--- config.mk ---
export PLATFORM = sky130hd
export DESIGN_NAME = compass_heading_atan2_top
export DESIGN_NICKNAME = d
export VERILOG_FILES = /design/src/rtl/core/cah_pkg.sv /design/src/rtl/core/cah_prerot.sv /design/src/rtl/core/cah_cordic.sv /design/src/rtl/core/cah_post.sv /design/src/rtl/core/compass_heading_atan2_top.sv
export VERILOG_INCLUDE_DIRS = /design/src /design/src/rtl/core
export SDC_FILE = /design/constraint.sdc
export NUM_CORES = 2
export LEC_CHECK = 0
export BUFFER_PORTS_ARGS = -buffer_cell sky130_fd_sc_hd__buf_4
export CAP_MARGIN = 20
export CORE_MARGIN = 1.5
export CORE_UTILIZATION = 25
export CTS_CLUSTER_DIAMETER = 200
export DETAILED_ROUTE_END_ITERATION = 12
export HOLD_SLACK_MARGIN = 0.06
export PLACE_DENSITY = 0.47
export SLEW_MARGIN = 20
export SYNTH_ARGS = -nofsm -noshare
export SYNTH_HDL_FRONTEND = slang
export SYNTH_SLANG_ARGS = --single-unit
--- constraint.sdc ---
create_clock -name clk_i -period 16.8 [get_ports clk_i]
set_clock_uncertainty 0.2 [all_clocks]
set_input_delay 1.68 -clock clk_i [delete_from_list [all_inputs] [get_ports clk_i]]
set_output_delay 1.68 -clock clk_i [all_outputs]
set_load 0.005 [all_outputs]
--- src/rtl/core/compass_heading_atan2_top_macros.svh ---
// Assertion helpers shared by the heading pipeline.
// Each check is clocked on clk_i and is off while rst_ni is low.
`ifndef COMPASS_HEADING_ATAN2_TOP_MACROS_SVH
`define COMPASS_HEADING_ATAN2_TOP_MACROS_SVH

// Same-cycle implication.
`define CAH_ASSERT_NOW(label, ante, cons, msg) \
  label: assert property (@(posedge clk_i) disable iff (!rst_ni) (ante) |-> (cons)) \
    else $error(msg);

// Next-cycle implication.
`define CAH_ASSERT_NEXT(label, ante, cons, msg) \
  label: assert property (@(posedge clk_i) disable iff (!rst_ni) (ante) |=> (cons)) \
    else $error(msg);

`endif

--- src/rtl/core/cah_pkg.sv ---
package cah_pkg;

  // Algorithm settings
  localparam int ITERATIONS = 16;
  localparam int FRAC_BITS  = 6;
  localparam int TABLE_LEN  = 24;
  localparam int GUARD_BITS = 16;
  localparam int ANGLE_FRAC = 24;
  localparam int NSTEPS     = (ITERATIONS > TABLE_LEN) ? TABLE_LEN : ITERATIONS;

  // Field and datapath widths
  localparam int MAG_W     = 16;
  localparam int HEADING_W = 15;
  localparam int XW        = 36;  // rotated coordinate incl. guard bits and CORDIC gain
  localparam int ZW        = 32;  // accumulated angle, 2^-24 degree units
  localparam int AW        = 35;  // folded angle before rounding
  localparam int RSHIFT    = ANGLE_FRAC - FRAC_BITS;

  // Angle constants in 2^-24 degree units, rounding offset folded in (FULL_TURN is in 2^-6 degree output units)
  localparam logic [AW-1:0] ROUND_HALF = AW'(64'd1 << (RSHIFT - 1));
  localparam logic [AW-1:0] K_BASE_0   = ROUND_HALF;
  localparam logic [AW-1:0] K_BASE_180 = AW'((64'd180 << ANGLE_FRAC) + (64'd1 << (RSHIFT - 1)));
  localparam logic [AW-1:0] K_BASE_360 = AW'((64'd360 << ANGLE_FRAC) + (64'd1 << (RSHIFT - 1)));
  localparam logic [AW-1:0] FULL_TURN  = AW'(64'd360 << FRAC_BITS);

  // Vector state carried down the pipeline
  typedef struct packed {
    logic                 zero;  // input was the zero vector
    logic                 left;  // input was in the left half plane
    logic signed [XW-1:0] x;
    logic signed [XW-1:0] y;
    logic signed [ZW-1:0] z;
  } cah_vec_t;

  // round(atan(2^-i) * 180/pi * 2^24)
  function automatic logic signed [ZW-1:0] atan_entry(input logic [4:0] idx);
    logic signed [ZW-1:0] val;
    case (idx)
      5'd0:    val = 32'sd754974720;
      5'd1:    val = 32'sd445687602;
      5'd2:    val = 32'sd235489088;
      5'd3:    val = 32'sd119537938;
      5'd4:    val = 32'sd60000934;
      5'd5:    val = 32'sd30029717;
      5'd6:    val = 32'sd15018523;
      5'd7:    val = 32'sd7509720;
      5'd8:    val = 32'sd3754917;
      5'd9:    val = 32'sd1877466;
      5'd10:   val = 32'sd938734;
      5'd11:   val = 32'sd469367;
      5'd12:   val = 32'sd234684;
      5'd13:   val = 32'sd117342;
      5'd14:   val = 32'sd58671;
      5'd15:   val = 32'sd29335;
      5'd16:   val = 32'sd14668;
      5'd17:   val = 32'sd7334;
      5'd18:   val = 32'sd3667;
      5'd19:   val = 32'sd1833;
      5'd20:   val = 32'sd917;
      5'd21:   val = 32'sd458;
      5'd22:   val = 32'sd229;
      5'd23:   val = 32'sd115;
      default: val = '0;
    endcase
    return val;
  endfunction

endpackage

--- src/rtl/core/cah_prerot.sv ---
module cah_prerot
  import cah_pkg::*;
(
  input  logic                    clk_i,
  input  logic                    rst_ni,
  input  logic                    valid_i,
  output logic                    stall_o,
  input  logic signed [MAG_W-1:0] mag_x_i,
  input  logic signed [MAG_W-1:0] mag_y_i,
  output logic                    valid_o,
  input  logic                    stall_i,
  output cah_vec_t                vec_o
);

  logic             valid_q;
  cah_vec_t         vec_q;
  cah_vec_t         vec_d;
  logic [MAG_W:0]   x_ext;
  logic [MAG_W:0]   y_ext;
  logic [MAG_W:0]   x_rot;
  logic [MAG_W:0]   y_rot;
  logic             left;

  // Rotate the left half plane by 180 degrees and scale up by the guard bits
  always_comb begin
    left  = mag_x_i[MAG_W-1];
    x_ext = {mag_x_i[MAG_W-1], mag_x_i};
    y_ext = {mag_y_i[MAG_W-1], mag_y_i};
    x_rot = left ? (~x_ext + 1'b1) : x_ext;
    y_rot = left ? (~y_ext + 1'b1) : y_ext;
    vec_d.zero = (mag_x_i == '0) && (mag_y_i == '0);
    vec_d.left = left;
    vec_d.x    = {{(XW-MAG_W-1-GUARD_BITS){x_rot[MAG_W]}}, x_rot, {GUARD_BITS{1'b0}}};
    vec_d.y    = {{(XW-MAG_W-1-GUARD_BITS){y_rot[MAG_W]}}, y_rot, {GUARD_BITS{1'b0}}};
    vec_d.z    = '0;
  end

  // Hold while full and downstream stalls
  assign stall_o = valid_q && stall_i;

  always_ff @(posedge clk_i or negedge rst_ni) begin
    if (!rst_ni) begin
      valid_q <= 1'b0;
    end else if (!stall_o) begin
      valid_q <= valid_i;
    end
  end

  always_ff @(posedge clk_i) begin
    if (!stall_o && valid_i) begin
      vec_q <= vec_d;
    end
  end

  assign valid_o = valid_q;
  assign vec_o   = vec_q;

endmodule

--- src/rtl/core/cah_cordic.sv ---
module cah_cordic
  import cah_pkg::*;
(
  input  logic     clk_i,
  input  logic     rst_ni,
  input  logic     valid_i,
  output logic     stall_o,
  input  cah_vec_t vec_i,
  output logic     valid_o,
  input  logic     stall_i,
  output cah_vec_t vec_o
);

  logic     valid_q [NSTEPS];
  cah_vec_t vec_q   [NSTEPS];
  logic     vld_in  [NSTEPS];
  cah_vec_t vec_in  [NSTEPS];
  logic [NSTEPS:0] stall_w;

  assign stall_w[NSTEPS] = stall_i;
  assign stall_o         = stall_w[0];

  // One micro-rotation per register stage
  for (genvar k = 0; k < NSTEPS; k++) begin : g_step
    cah_vec_t             vec_d;
    logic signed [XW-1:0] dx;
    logic signed [XW-1:0] dy;

    if (k == 0) begin : g_first
      assign vld_in[k] = valid_i;
      assign vec_in[k] = vec_i;
    end else begin : g_next
      assign vld_in[k] = valid_q[k-1];
      assign vec_in[k] = vec_q[k-1];
    end

    // Stage holds while full and the next one stalls
    assign stall_w[k] = valid_q[k] && stall_w[k+1];

    always_comb begin
      dx    = vec_in[k].y >>> k;
      dy    = vec_in[k].x >>> k;
      vec_d = vec_in[k];
      if (!vec_in[k].y[XW-1]) begin
        vec_d.x = vec_in[k].x + dx;
        vec_d.y = vec_in[k].y - dy;
        vec_d.z = vec_in[k].z + atan_entry(5'(k));
      end else begin
        vec_d.x = vec_in[k].x - dx;
        vec_d.y = vec_in[k].y + dy;
        vec_d.z = vec_in[k].z - atan_entry(5'(k));
      end
    end

    always_ff @(posedge clk_i or negedge rst_ni) begin
      if (!rst_ni) begin
        valid_q[k] <= 1'b0;
      end else if (!stall_w[k]) begin
        valid_q[k] <= vld_in[k];
      end
    end

    always_ff @(posedge clk_i) begin
      if (!stall_w[k] && vld_in[k]) begin
        vec_q[k] <= vec_d;
      end
    end
  end

  assign valid_o = valid_q[NSTEPS-1];
  assign vec_o   = vec_q[NSTEPS-1];

endmodule

--- src/rtl/core/cah_post.sv ---
`include "compass_heading_atan2_top_macros.svh"

module cah_post
  import cah_pkg::*;
(
  input  logic                 clk_i,
  input  logic                 rst_ni,
  input  logic                 valid_i,
  output logic                 stall_o,
  input  cah_vec_t             vec_i,
  output logic                 valid_o,
  input  logic                 stall_i,
  output logic [HEADING_W-1:0] heading_o
);

  logic                 valid_q;
  logic [HEADING_W-1:0] heading_q;
  logic [HEADING_W-1:0] heading_d;
  logic [AW-1:0]        z_ext;
  logic [AW-1:0]        offset;
  logic [AW-1:0]        sum;
  logic [AW-1:0]        rounded;

  // Add base angle, fold negatives into [0,360), round half up, wrap 360 to 0, zero vector to 0
  always_comb begin
    z_ext = {{(AW-ZW){vec_i.z[ZW-1]}}, vec_i.z};
    if (vec_i.left) begin
      offset = K_BASE_180;
    end else if (vec_i.z[ZW-1]) begin
      offset = K_BASE_360;
    end else begin
      offset = K_BASE_0;
    end
    sum     = z_ext + offset;
    rounded = sum >> RSHIFT;
    if (vec_i.zero || (rounded == FULL_TURN)) begin
      heading_d = '0;
    end else begin
      heading_d = rounded[HEADING_W-1:0];
    end
  end

  // Output register: hold while the consumer stalls
  assign stall_o = valid_q && stall_i;

  always_ff @(posedge clk_i or negedge rst_ni) begin
    if (!rst_ni) begin
      valid_q <= 1'b0;
    end else if (!stall_o) begin
      valid_q <= valid_i;
    end
  end

  always_ff @(posedge clk_i) begin
    if (!stall_o && valid_i) begin
      heading_q <= heading_d;
    end
  end

  assign valid_o   = valid_q;
  assign heading_o = heading_q;

  `CAH_ASSERT_NOW(a_heading_range, valid_q, AW'(heading_q) < FULL_TURN, "heading out of range")
  `CAH_ASSERT_NEXT(a_zero_vector, valid_i && !stall_o && vec_i.zero, heading_q == '0, "zero vector gave nonzero heading")
  `CAH_ASSERT_NEXT(a_left_plane, valid_i && !stall_o && vec_i.left && !vec_i.zero, heading_q != '0, "left half plane gave zero heading")

endmodule

--- src/rtl/core/compass_heading_atan2_top.sv ---
// Compass heading from one signed 16-bit magnetometer X,Y pair per transfer:
// heading_o = atan2(mag_y_i, mag_x_i) in degrees, folded into [0,360), as
// unsigned fixed point with cah_pkg::FRAC_BITS fractional bits (degrees * 64,
// 0..23039 by default); a result that rounds to 360 reads 0, and (0,0) gives 0.
// The block keeps no state. It takes one pair every cycle while in_stall_o is
// low; each result passes through these register stages in turn: one stage
// for the half-plane rotation, one per vectoring-mode CORDIC micro-rotation,
// and one for the fold, rounding and output register. Every stage holds its
// data while full and stalled, so bubbles close up and out_stall_i reaches
// in_stall_o only when the whole pipeline is full.
`include "compass_heading_atan2_top_macros.svh"

module compass_heading_atan2_top
  import cah_pkg::*;
(
  input  logic                    clk_i,
  input  logic                    rst_ni,
  input  logic                    in_valid_i,
  output logic                    in_stall_o,
  input  logic signed [MAG_W-1:0] mag_x_i,
  input  logic signed [MAG_W-1:0] mag_y_i,
  output logic                    out_valid_o,
  input  logic                    out_stall_i,
  output logic [HEADING_W-1:0]    heading_o
);

  logic     pre_valid;
  logic     pre_stall;
  cah_vec_t pre_vec;
  logic     cor_valid;
  logic     cor_stall;
  cah_vec_t cor_vec;

  // Fold the input into the right half plane
  cah_prerot u_prerot (
    .clk_i   (clk_i),
    .rst_ni  (rst_ni),
    .valid_i (in_valid_i),
    .stall_o (in_stall_o),
    .mag_x_i (mag_x_i),
    .mag_y_i (mag_y_i),
    .valid_o (pre_valid),
    .stall_i (pre_stall),
    .vec_o   (pre_vec)
  );

  // Drive y to zero while accumulating the angle
  cah_cordic u_cordic (
    .clk_i   (clk_i),
    .rst_ni  (rst_ni),
    .valid_i (pre_valid),
    .stall_o (pre_stall),
    .vec_i   (pre_vec),
    .valid_o (cor_valid),
    .stall_i (cor_stall),
    .vec_o   (cor_vec)
  );

  // Convert the angle to the output heading
  cah_post u_post (
    .clk_i     (clk_i),
    .rst_ni    (rst_ni),
    .valid_i   (cor_valid),
    .stall_o   (cor_stall),
    .vec_i     (cor_vec),
    .valid_o   (out_valid_o),
    .stall_i   (out_stall_i),
    .heading_o (heading_o)
  );

  `CAH_ASSERT_NOW(a_stall_needs_full, in_stall_o, out_valid_o && out_stall_i, "input stalled with output free")

endmodule

### After elaboration in Yosys (flattened, before gate mapping)

Memories as Yosys holds them, arrays and structs flattened.
Cells that the tools add are included.

* RAM bits: 1696
* bits in registers: 69
* input bits: 36
* word-level logic and storage cells: 234
* output and inout port bits: 17
* memories kept: 1

* bitwise gates (word level): 2
* muxes and demuxes: 52
* add/sub/neg operators: 96
* eq/ne operators: 1
* reduce and logical (&&, ||, !) cells: 58

Memory list
* u_cordic.vec_q: words 16, width 106, rd ports 16, clocked after memory_dff 0, write ports 16, line cah_cordic.sv:15 `cah_vec_t vec_q [NSTEPS];`

Operator list (count)
* $mux W104: 16
* $add A36 B21 Y36: 2
* $add A36 B22 Y36: 2
* $add A36 B23 Y36: 2
* $add A36 B24 Y36: 2
* $add A36 B25 Y36: 2
* $add A36 B26 Y36: 2
* $add A36 B27 Y36: 2
* $add A36 B28 Y36: 2
* $add A36 B29 Y36: 2
* $add A36 B30 Y36: 2
* $add A36 B31 Y36: 2
* $add A36 B32 Y36: 2
* $add A36 B33 Y36: 2
* $add A36 B34 Y36: 2
* $add A36 B35 Y36: 2
* $sub A36 B21 Y36: 2
* $sub A36 B22 Y36: 2
* $sub A36 B23 Y36: 2
* $sub A36 B24 Y36: 2
* $sub A36 B25 Y36: 2
* $sub A36 B26 Y36: 2
* $sub A36 B27 Y36: 2
* $sub A36 B28 Y36: 2
* 50 further kinds: 147

### Logic depth before layout (Yosys ltp)

* depth after elaboration: 21
* gate-level depth with buffers: 22
* mapped depth without buffers: 21

### Hierarchy

Synthesis repeated with hierarchy kept, for this count alone.

* cells, all modules: 15808
* area total of the unflattened synthesis: 149711.1 µm²

By module, submodules not included
* cah_cordic: seq. area each 51299.2 µm², cells each 15464, times used 1, area each 146045.1 µm²
* cah_prerot: seq. area each 1106.1 µm², cells each 209, times used 1, area each 2321.0 µm²
* cah_post: seq. area each 475.5 µm², cells each 135, times used 1, area each 1345.0 µm²

### Worst setup path after synthesis

OpenSTA, ideal clock, no wires.

* kind: input to register
* start point: in out_stall_i
* end point: mem u_cordic.vec_q[1][425] (netlist name) (enable)
* data arrival time: 6.679 ns
* stages: 4
* path slack: 9.339 ns
* library setup time: 0.583 ns
* data required time: 16.017 ns
* path buffers: 0
* cell sequence: nand3_1 > nor2_1 > and3_1 > nor2b_1

RTL lines
* from (decl): line compass_heading_atan2_top.sv:23 `input logic out_stall_i,`
* to (decl): line cah_cordic.sv:15

### Worst setup path in the final report

* start point: in out_stall_i
* end point: out in_stall_o

* word-level cells in the longest chain between the ends: 18

Ends and longest elaborated chain
* $logic_and A1 B1 Y1: line cah_post.sv:44 `assign stall_o = valid_q && stall_i;`
* $logic_and A1 B1 Y1 (16 in a row): line cah_cordic.sv:38 `assign stall_w[k] = valid_q[k] && stall_w[k+1];`
* $logic_and A1 B1 Y1: line cah_prerot.sv:39 `assign stall_o = valid_q && stall_i;`
* to (decl): line compass_heading_atan2_top.sv:19 `output logic in_stall_o,`

No other way between the ends.

==> impl_metrics.tcl <==
set metrics [dict create \
    status "completed" \
    die_w_um 687 \
    yosysWarnings 0 \
    routed_wirelength_mm 299 \
    netlist_instances 12412 \
    clock_buffer_count_from_cts 170 \
    endpoint_kind "primary output" \
    synth_seq_cells 1386 \
    layout.cell_area.non_filler_mm2 0.130 \
    post-cts-setup-buffer-count 0 \
    post_synth.cell_area_avg_um2 9.44 \
    drt_pass1_iterations 6 \
    via_count 88620 \
    worst_slew_margin_relative_to_its_limit_pct 21.7 \
    htreeDepth 4 \
    timing.fmax_mhz 149 \
    number_of_global_route_vias_before_repair 86517 \
    clock_tree_root_driver_cell "clkbuf_16" \
    max_slew.worst_pin.slew_ns 1.16 \
    clock_tree.buffer_depth 4 \
    cts.sink_count 1386 \
    diodes 0 \
    worstSetupStartpointType "primary input" \
    cp.required_ns 14.92 \
    synth.distinct_cells 93 \
    drive_gt1_share_pct 4.08 \
    worst-path-max-fanout 5 \
    post-synth-top-area-fraction_pct 35.1 \
    postSynth.asyncResetShare_pct 1.30 \
    synth_flop_cell "edfxtp_1" \
    core_area_mm2 0.467 \
    clk_pin_slew_worst_paths_ns 0.06 \
    final_nets 13919 \
    synth.top_cells.by_area "edfxtp_1, ha_1, xnor2_1, a21oi_1, xor2_1" \
    overflow 0 \
    fin_setup_tns_ns 0 \
    grt_start_max_net_pins 74 \
    final_period_minus_worst_setup_slack_ns 6.70 \
    grt_setup_unrepaired "no" \
    area.growth.synth_to_final_pct 11.4 \
    detail_route.iter0.violations 4512 \
    critPathArrivalTime_ns 4.82 \
    grt.total_usage_pct 12.2 \
    place_area_mm2 0.125 \
    floorplan.io_pins 53 \
    post_dr_wirelength_cell_um 15.9 \
    viasPerCell 4.70 \
    cts-hold-fix-buffers 0 \
    finalCritPeriodShare_pct 39.9 \
    report.final.hold_viol_count 0 \
    setup.worst_path.class "primary input to primary output" \
    post_synth_instance_area_mm2 0.117 \
    max_cap_violations 0 \
    worst_skew_pair.late_latency_ns 0.86 \
    die-height_um 687 \
    global_route_wire_length_before_repair_mm 473 \
    placement_rows 251 \
    floorplan.die_area_mm2 0.473 \
    report.final.setup_viol 0 \
    tritoncts "done" \
    reg2reg_setup_slack_ns 10.97 \
    sequential_to_total_area_share_from_yosys_stat_pct 35.5 \
    initial_utilization_pct 25.1 \
    synth_enable_flop_cells 1368 \
    antenna_violating_nets_post_route 0 \
    hp-class "flop to flop" \
    drc 0 \
    post-synth-top-area-cell "edfxtp_1" \
    gp_congestion 0.860 \
    syn_nets 13811 \
    dp_hpwl_mm 241 \
    grt_antenna_before_repair 2 \
    report.final.slew_viol_count 0 \
    post_cts.resized_instances 0 \
    portBuffers 52 \
]
logic make-up (layout without fill, tap and decap cells):
group | Yosys count | count (layout) | synth area share [%]
buffers and inverters | 752 | 982 | 2.42
multiplexers | 51 | 51 | 0.465
adder cells (fa/ha/maj) | 1363 | 1363 | 14.8
XOR/XNOR | 1690 | 1690 | 12.6
flip-flops | 1386 | 1386 | 35.5
AO/OA/AOI/OAI | 3496 | 3496 | 19.2
AND/OR/NAND/NOR | 3673 | 3673 | 15.0
other | 1 | 1 | 0.00320
per-layer routing:
layer | up-vias | global-route usage (%) | share of wire (%)
li1 | 46128 | - | -
met2 | 1050 | 21.6 | 48
met3 | 404 | 1.20 | 2.4
met1 | 41038 | 15.5 | 47
met4 | 0 | 3.46 | 2.9
met5 | - | 0 | 0
worst paths after layout:
kind	cells past startpoint	endpoint	start
max in group asynchronous	1	u_cordic.valid_q[7]$_DFFE_PN0P_	rst_ni
max	12	in_stall_o	out_stall_i
min in group asynchronous	1	u_post.valid_o$_DFFE_PN0P_	rst_ni
max reg2reg	14	u_cordic.vec_q[1][66]$_DFFE_PP_	u_cordic.vec_q[0][823]$_DFFE_PP_
min reg2reg	0	u_cordic.vec_q[0][744]$_DFFE_PP_	u_cordic.vec_q[0][638]$_DFFE_PP_
min	0	u_cordic.vec_q[0][744]$_DFFE_PP_	u_cordic.vec_q[0][638]$_DFFE_PP_
layout make-up:
cell class | count | area (um2)
clock buffers | 220 | 4610
clock inverters | 74 | 691
well taps | 6198 | 7750
fillers | 49393 | 337000
multi-input cells | 10274 | 72800
inverters | 570 | 2140
repair buffers | 118 | 882
flip-flops and latches | 1386 | 41500
cells in the mapped netlist, drive strengths merged (170+ instances only):
cell type,n
edfxtp,1368
ha,1325
nor2,1240
a21oi,1175
xnor2,1126
nand2,715
inv,566
xor2,564
o21ai,553
a21o,536
nor3,400
nand3,246
o21a,186
nor2b,183
nand2b,170
stage by stage:
| stage | utilization, % | worst slack, ns | instances | hold slack [ns] |
|---|---|---|---|---|
| 2_1_floorplan | - | 9.34 | 12412 | 0.200 |
| 3_3_place_gp | 26.8 | 10.06 | 18545 | 0.204 |
| 3_5_place_dp | 26.8 | 10.11 | 18545 | 0.205 |
| 4_1_cts | 27.9 | 10.08 | 18839 | 0.175 |
| 5_1_grt | 27.9 | 9.90 | 18840 | 0.184 |
| 6_report | 27.9 | 10.10 | 18840 | 0.188 |
registers in the layout, indices dropped and copies added, names as in the netlist:
register          flops
u_cordic.vec_q     1317
u_cordic.valid_o      1
u_prerot.valid_o      1
u_cordic.valid_q     15
u_post.valid_o        1
u_post.heading_o     15
u_prerot.vec_o       36
cell usage in the layout, fill, tap and decap left out, drive strengths merged, types with 41 or more instances in the layout:
cell type     n
a21boi       45
o41ai        45
a211o        41
xor2        564
and3        112
nand4        75
xnor2      1126
a2111oi      44
o21bai      137
nand3       246
nand2       715
inv         569
nor2b       183
o31ai        80
ha         1325
and2        104
nor4        104
nor3        400
or3         113
or2          53
o211ai       64
a21oi      1175
nor2       1240
buf         117
edfxtp     1368
a21o        536
a211oi      103
o21ai       553
o21a        186
clkinv       56
a31oi       150
clkbuf      221
nand2b      170
critical path: stages:
cell and delay, ns:
buf_4 0.10, nand3_1 0.09, nor2_1 0.41, and3_1 0.36
nand2_1 0.21, nor3_1 0.42, buf_4 0.26, nand3_1 0.12
nor2_1 0.35, nand3_1 0.47, inv_1 0.19, buf_4 0.13
Power is left out: the tool's default activity adds up to more than one toggle a clock period on the data nets, which glitch-free logic cannot reach.
